==> config.mk <==
export PLATFORM = sky130hd
export DESIGN_NAME = ptc_temp
export DESIGN_NICKNAME = d
export VERILOG_FILES = /design/src/design/ptc_pkg.sv /design/src/design/ptc_temp.sv
export SDC_FILE = /design/constraint.sdc
export NUM_CORES = 2
export LEC_CHECK = 0
export ABC_AREA = 1
export ABC_CLOCK_PERIOD_IN_PS = 15350
export BUFFER_PORTS_ARGS = -buffer_cell sky130_fd_sc_hd__buf_2
export CAP_MARGIN = 0
export CORE_UTILIZATION = 35
export CTS_CLUSTER_DIAMETER = 60
export DETAILED_ROUTE_END_ITERATION = 10
export GPL_TIMING_DRIVEN = 0
export PLACE_DENSITY = 0.49
export SETUP_SLACK_MARGIN = 0.4
export SLEW_MARGIN = 15
export SYNTH_ARGS = -nofsm -noshare
export SYNTH_HDL_FRONTEND = slang
export SYNTH_SLANG_ARGS = --single-unit
==> constraint.sdc <==
create_clock -name clock -period 15.35 [get_ports clock]
set_input_delay 0 -clock clock [delete_from_list [all_inputs] [get_ports clock]]
set_output_delay 0 -clock clock [all_outputs]
set_load 0.1 [all_outputs]
==> src/design/ptc_pkg.sv <==
`timescale 1ns / 1ps
package ptc_pkg;

   localparam int DivSteps = 64;

   localparam logic [1:0] RegTempCoeffs    = 2'd0;
   localparam logic [1:0] RegPressCoeffsLo = 2'd1;
   localparam logic [1:0] RegPressCoeffsHi = 2'd2;
   localparam logic [1:0] RegPressCoeffNine = 2'd3;

   localparam logic [63:0] FineOffset = 64'd128000;
   localparam logic [20:0] PressFull  = 21'd1048576;
   localparam logic [63:0] DenBias    = 64'h0000_8000_0000_0000;
   localparam logic [31:0] RoundHalf  = 32'd128;
   localparam logic [11:0] ScaleNum   = 12'd3125;

   typedef struct packed {
      logic [15:0] t1;
      logic [15:0] t2;
      logic [15:0] t3;
      logic [15:0] p1;
      logic [15:0] p2;
      logic [15:0] p3;
      logic [15:0] p4;
      logic [15:0] p5;
      logic [15:0] p6;
      logic [15:0] p7;
      logic [15:0] p8;
      logic [15:0] p9;
   } coef_type;

   function automatic logic [63:0] sx16(input logic [15:0] c);
      return {{48{c[15]}}, c};
   endfunction

   function automatic logic [63:0] mul_s16(input logic [63:0] x, input logic [15:0] c);
      logic signed [79:0] t;
      t = $signed(x) * $signed(c);
      return t[63:0];
   endfunction

   function automatic logic [63:0] mul_u16(input logic [63:0] x, input logic [15:0] c);
      logic signed [79:0] t;
      t = $signed(x) * $signed({1'b0, c});
      return t[63:0];
   endfunction

endpackage

==> src/design/ptc_temp.sv <==
`timescale 1ns / 1ps
module ptc_temp
   import ptc_pkg::*;
(
   input  logic        clock,
   input  logic        reset,
   input  logic        en,
   input  coef_type    coef,
   input  logic        in_valid,
   input  logic [19:0] in_adc_press,
   input  logic [19:0] in_adc_temp,
   output logic        out_valid,
   output logic [19:0] out_adc_press,
   output logic [15:0] out_tc,
   output logic [63:0] out_a
);
   logic [4:0]  vld_ff, vld_in;
   logic [19:0] adcp_ff [5];
   logic [31:0] x1_ff, x1_in, dd_ff, dd_in;
   logic [31:0] m1_ff, m1_in, m2_ff, m2_in;
   logic [31:0] v1_ff, v1_in, m3_ff, m3_in;
   logic [31:0] fine_ff, fine_in;
   logic [15:0] tc_ff, tc_in;
   logic [63:0] a_ff, a_in;
   logic [31:0] m2_sh, m3_sh, f5;

   always_comb begin
      vld_in = {vld_ff[3:0], in_valid};
      x1_in  = {15'd0, in_adc_temp[19:3]} - {15'd0, coef.t1, 1'b0};
      dd_in  = {16'd0, in_adc_temp[19:4]} - {16'd0, coef.t1};
      m1_in  = x1_ff * {{16{coef.t2[15]}}, coef.t2};
      m2_in  = dd_ff * dd_ff;
      v1_in  = $signed(m1_ff) >>> 11;
      m2_sh  = $signed(m2_ff) >>> 12;
      m3_in  = m2_sh * {{16{coef.t3[15]}}, coef.t3};
      m3_sh  = $signed(m3_ff) >>> 14;
      fine_in = v1_ff + m3_sh;
      f5     = {fine_ff[29:0], 2'b00} + fine_ff + RoundHalf;
      tc_in  = f5[23:8];
      a_in   = {{32{fine_ff[31]}}, fine_ff} - FineOffset;
   end

   always_ff @(posedge clock) begin
      if (reset) begin
         vld_ff <= '0;
      end else if (en) begin
         vld_ff <= vld_in;
      end
   end

   always_ff @(posedge clock) begin
      if (en) begin
         adcp_ff[0] <= in_adc_press;
         for (int i = 1; i < 5; i++) begin
            adcp_ff[i] <= adcp_ff[i-1];
         end
         x1_ff   <= x1_in;
         dd_ff   <= dd_in;
         m1_ff   <= m1_in;
         m2_ff   <= m2_in;
         v1_ff   <= v1_in;
         m3_ff   <= m3_in;
         fine_ff <= fine_in;
         tc_ff   <= tc_in;
         a_ff    <= a_in;
      end
   end

   assign out_valid     = vld_ff[4];
   assign out_adc_press = adcp_ff[4];
   assign out_tc        = tc_ff;
   assign out_a         = a_ff;
endmodule

==> results.cfg <==
[clock_network]
cts_buffers = 34
clock_latency_ns = 0.59
cts_tree = yes
clk_pin_slew_worst_paths_ns = 0.06
ctsHtreeMaxLevel = 2
cts_buffer_depth = 3
cts.sink_count = 264
cts_root_buf = clkbuf_16

[floorplan]
start_util = 0.3528
die_y_um = 363.3
die_area_um2 = 132000
fp.coreArea_um2 = 129500
die_x_um = 363.3
io_pins = 337
rows = 132

[logic_synthesis]
synthAdderAreaFrac = 0.4809
synth_compound_area_frac = 0.04114
synthesis.area_um2 = 45680
synth_cell_types = 46
ys_seq_elements = 264
yosysWarnings = 0
avgSynthCellArea_um2 = 8.818
yosysSeqAreaShare = 0.1725
synth-main-ff-cell = edfxtp_1
synth_top_family_by_area = adder cells
async_flop_share = 0
yosys.area_share.simple = 0.1288
synth.mux.area_fraction = 0
synth_fp_nets = 6655
syn_inst = 5180
synth_edf_count = 259
synthXorXnorAreaFrac = 0.03106

[critical_path]
path_class = reg -> reg
cp.arrival_ns = 9.13
worstPathMaxFanout = 10
start_kind = flip-flop
critPathCaptureType = flip-flop
cp.buffers_inverters = 10
crit_top_cell = inv_1
crit_family = adder cells
required_ns = 15.64
cpMaxStageDelayCell = fa_1
max_stage_delay_ns = 0.79

[placement]
globalplace.congestion = 0.8929
place_area_um2 = 48760
port_buffers = 162
hpwl_um = 105800

[timing]
min_period_ns = 8.840
finalCritPeriodShare = 0.5759
relSlewSlack = 0.2992
rsz0062_at_grt = false
tightest_slew_ns = 1.051
fin_skew_ns = 0.04080
tns_ns = 0
setup_viol = 0
final_max_slew_viol_count = 0
hold_slack_ns = 0.06017
fmax_mhz = 113.1
hold_viol = 0

[worst_hold_path]
worstHoldPathType = in -> reg

[routing]
ant_nets = 0
dr.pass1.iters = 5
drc = 0
wl_um = 125100
avgViaCountPerCell = 4.575
routedWlPerCell_um = 17.39
drt-initial-drc-count = 1881
vias = 32930

[global_routing]
antenna_found_initial = 4
grt_pass1_vias = 34980
grt_pass1_wl_um = 196700
grt.total_usage = 0.1956
grt.overflow.total = 0
grt_max_degree = 89

[finish]
final_nets = 6902
area_growth_pct = 10.15
nFillCells = 13410
drive_gt1_frac = 0.05850
design_area_um2 = 50310

[run_status]
status = finished clean

[job]
drv_cap = 0
[flip-flops by register name, indices dropped and copies added, names as in the netlist]
signal / cells
m1_ff: 21
x1_ff: 18
out_a: 23
m3_ff: 18
out_tc: 16
m2_ff: 20
fine_ff: 22
adcp_ff: 100
vld_ff: 5
v1_ff: 21
[what timing repair did]
item                      4_1_cts  5_1_grt
hold buffers                   45        0
resized for setup               0        0
hold endpoints to repair       69        0
buffers inserted                0        0
[kinds of logic (layout without fill, tap and decap cells)]
group | count (synthesis) | after routing
simple gates | 1474 | 1474
other cells | 0 | 3
compound gates | 335 | 335
flops | 264 | 264
buf+inv | 1706 | 1979
fa+ha+maj | 1239 | 1239
xor+xnor | 162 | 162
[Yosys cell counts, types with 2 or more instances]
| cell type | count | area share |
|---|---|---|
| buf_4 | 65 | 0.011 |
| nor3b_1 | 2 | 0.00033 |
| clkbuf_1 | 125 | 0.010 |
| nor2_1 | 142 | 0.012 |
| o21ai_0 | 84 | 0.0092 |
| ha_1 | 378 | 0.10 |
| inv_1 | 1498 | 0.12 |
| dfxtp_1 | 5 | 0.0022 |
| o21ai_1 | 2 | 0.00022 |
| o31ai_1 | 3 | 0.00049 |
| nand2_2 | 5 | 0.00068 |
| edfxtp_1 | 259 | 0.17 |
| and3_1 | 2 | 0.00027 |
| o21a_1 | 5 | 0.00082 |
| nand3b_1 | 6 | 0.00099 |
| nand2_1 | 1143 | 0.094 |
| a21boi_0 | 5 | 0.00082 |
| nand4_1 | 18 | 0.0025 |
| fa_1 | 861 | 0.38 |
| o21ai_2 | 6 | 0.0012 |
| a21oi_1 | 172 | 0.019 |
| a21o_1 | 13 | 0.0021 |
| a31o_2 | 2 | 0.00038 |
| a211oi_1 | 2 | 0.00033 |
| xor2_1 | 109 | 0.021 |
| or2_2 | 21 | 0.0029 |
| a31oi_1 | 9 | 0.0012 |
| buf_2 | 5 | 0.00055 |
| o21bai_1 | 22 | 0.0036 |
| o221ai_1 | 2 | 0.00038 |
| buf_1 | 13 | 0.0011 |
| nor3_1 | 25 | 0.0027 |
| nor2_2 | 2 | 0.00027 |
| o211ai_1 | 5 | 0.00082 |
| xnor2_1 | 53 | 0.010 |
| nor4_1 | 13 | 0.0018 |
| and2_1 | 2 | 0.00027 |
| nand3_1 | 88 | 0.0096 |
[worst paths after layout]
kind | start | to | slack (ns) | cells past startpoint
worst max-delay path | x1_ff[5] | m2_ff[31] | 6.51 | 29
worst min-delay path | coef[184] | x1_ff[9] | 0.06 | 4
worst max register to register | x1_ff[5] | m2_ff[31] | 6.51 | 29
worst min register to register | m1_ff[19] | v1_ff[8] | 0.40 | 0
[routing by layer]
metal / routed length (um) / GRT usage / vias up
li1: - / - / 15610
met1: 54070 / 0.2545 / 16360
met2: 60570 / 0.3349 / 819
met3: 7239 / 0.03342 / 134
met4: 3234 / 0.05146 / 4
met5: 26 / 0 / -
[final cells by class]
| cell class | instances | area (um^2) | area share |
|---|---|---|---|
| clock buffers | 43 | 884.6 | 0.01758 |
| plain buffers | 208 | 1031 | 0.02049 |
| clock inverters | 19 | 195.2 | 0.003879 |
| diodes | 3 | 7.507 | 0.0001492 |
| well taps | 1742 | 2180 | 0.04332 |
| multi-input cells | 3210 | 31150 | 0.6190 |
| inverters | 1498 | 5623 | 0.1118 |
| flip-flops and latches | 264 | 7878 | 0.1566 |
| repair buffers | 211 | 1369 | 0.02721 |
[per-stage QoR]
step / util / worst slack (ns) / instances
global route: 0.3885 / 6.067 / 7196
detailed placement: 0.3766 / 6.636 / 7087
CTS: 0.3884 / 6.590 / 7194
global placement: 0.3759 / 6.638 / 7084
finish: 0.3886 / 6.510 / 7198
floorplan: - / 8.423 / 5180
[worst min-delay path: stages]
cell	delay, ns
buf_2	0.10
inv_1	0.05
ha_1	0.22
xor2_1	0.10
[cell usage in the layout, fill, tap and decap left out, drive strengths merged, types with 45 or more instances in the layout]
| cell | count |
|---|---|
| inv | 1501 |
| nand2 | 1148 |
| fa | 861 |
| ha | 378 |
| edfxtp | 259 |
| buf | 249 |
| a21oi | 172 |
| clkbuf | 168 |
| nor2 | 144 |
| xor2 | 109 |
| o21ai | 92 |
| nand3 | 89 |
| xnor2 | 53 |
| dlygate4sd3 | 45 |
Power is left out: the tool's default activity adds up to more than one toggle a clock period on the data nets, which glitch-free logic cannot reach.
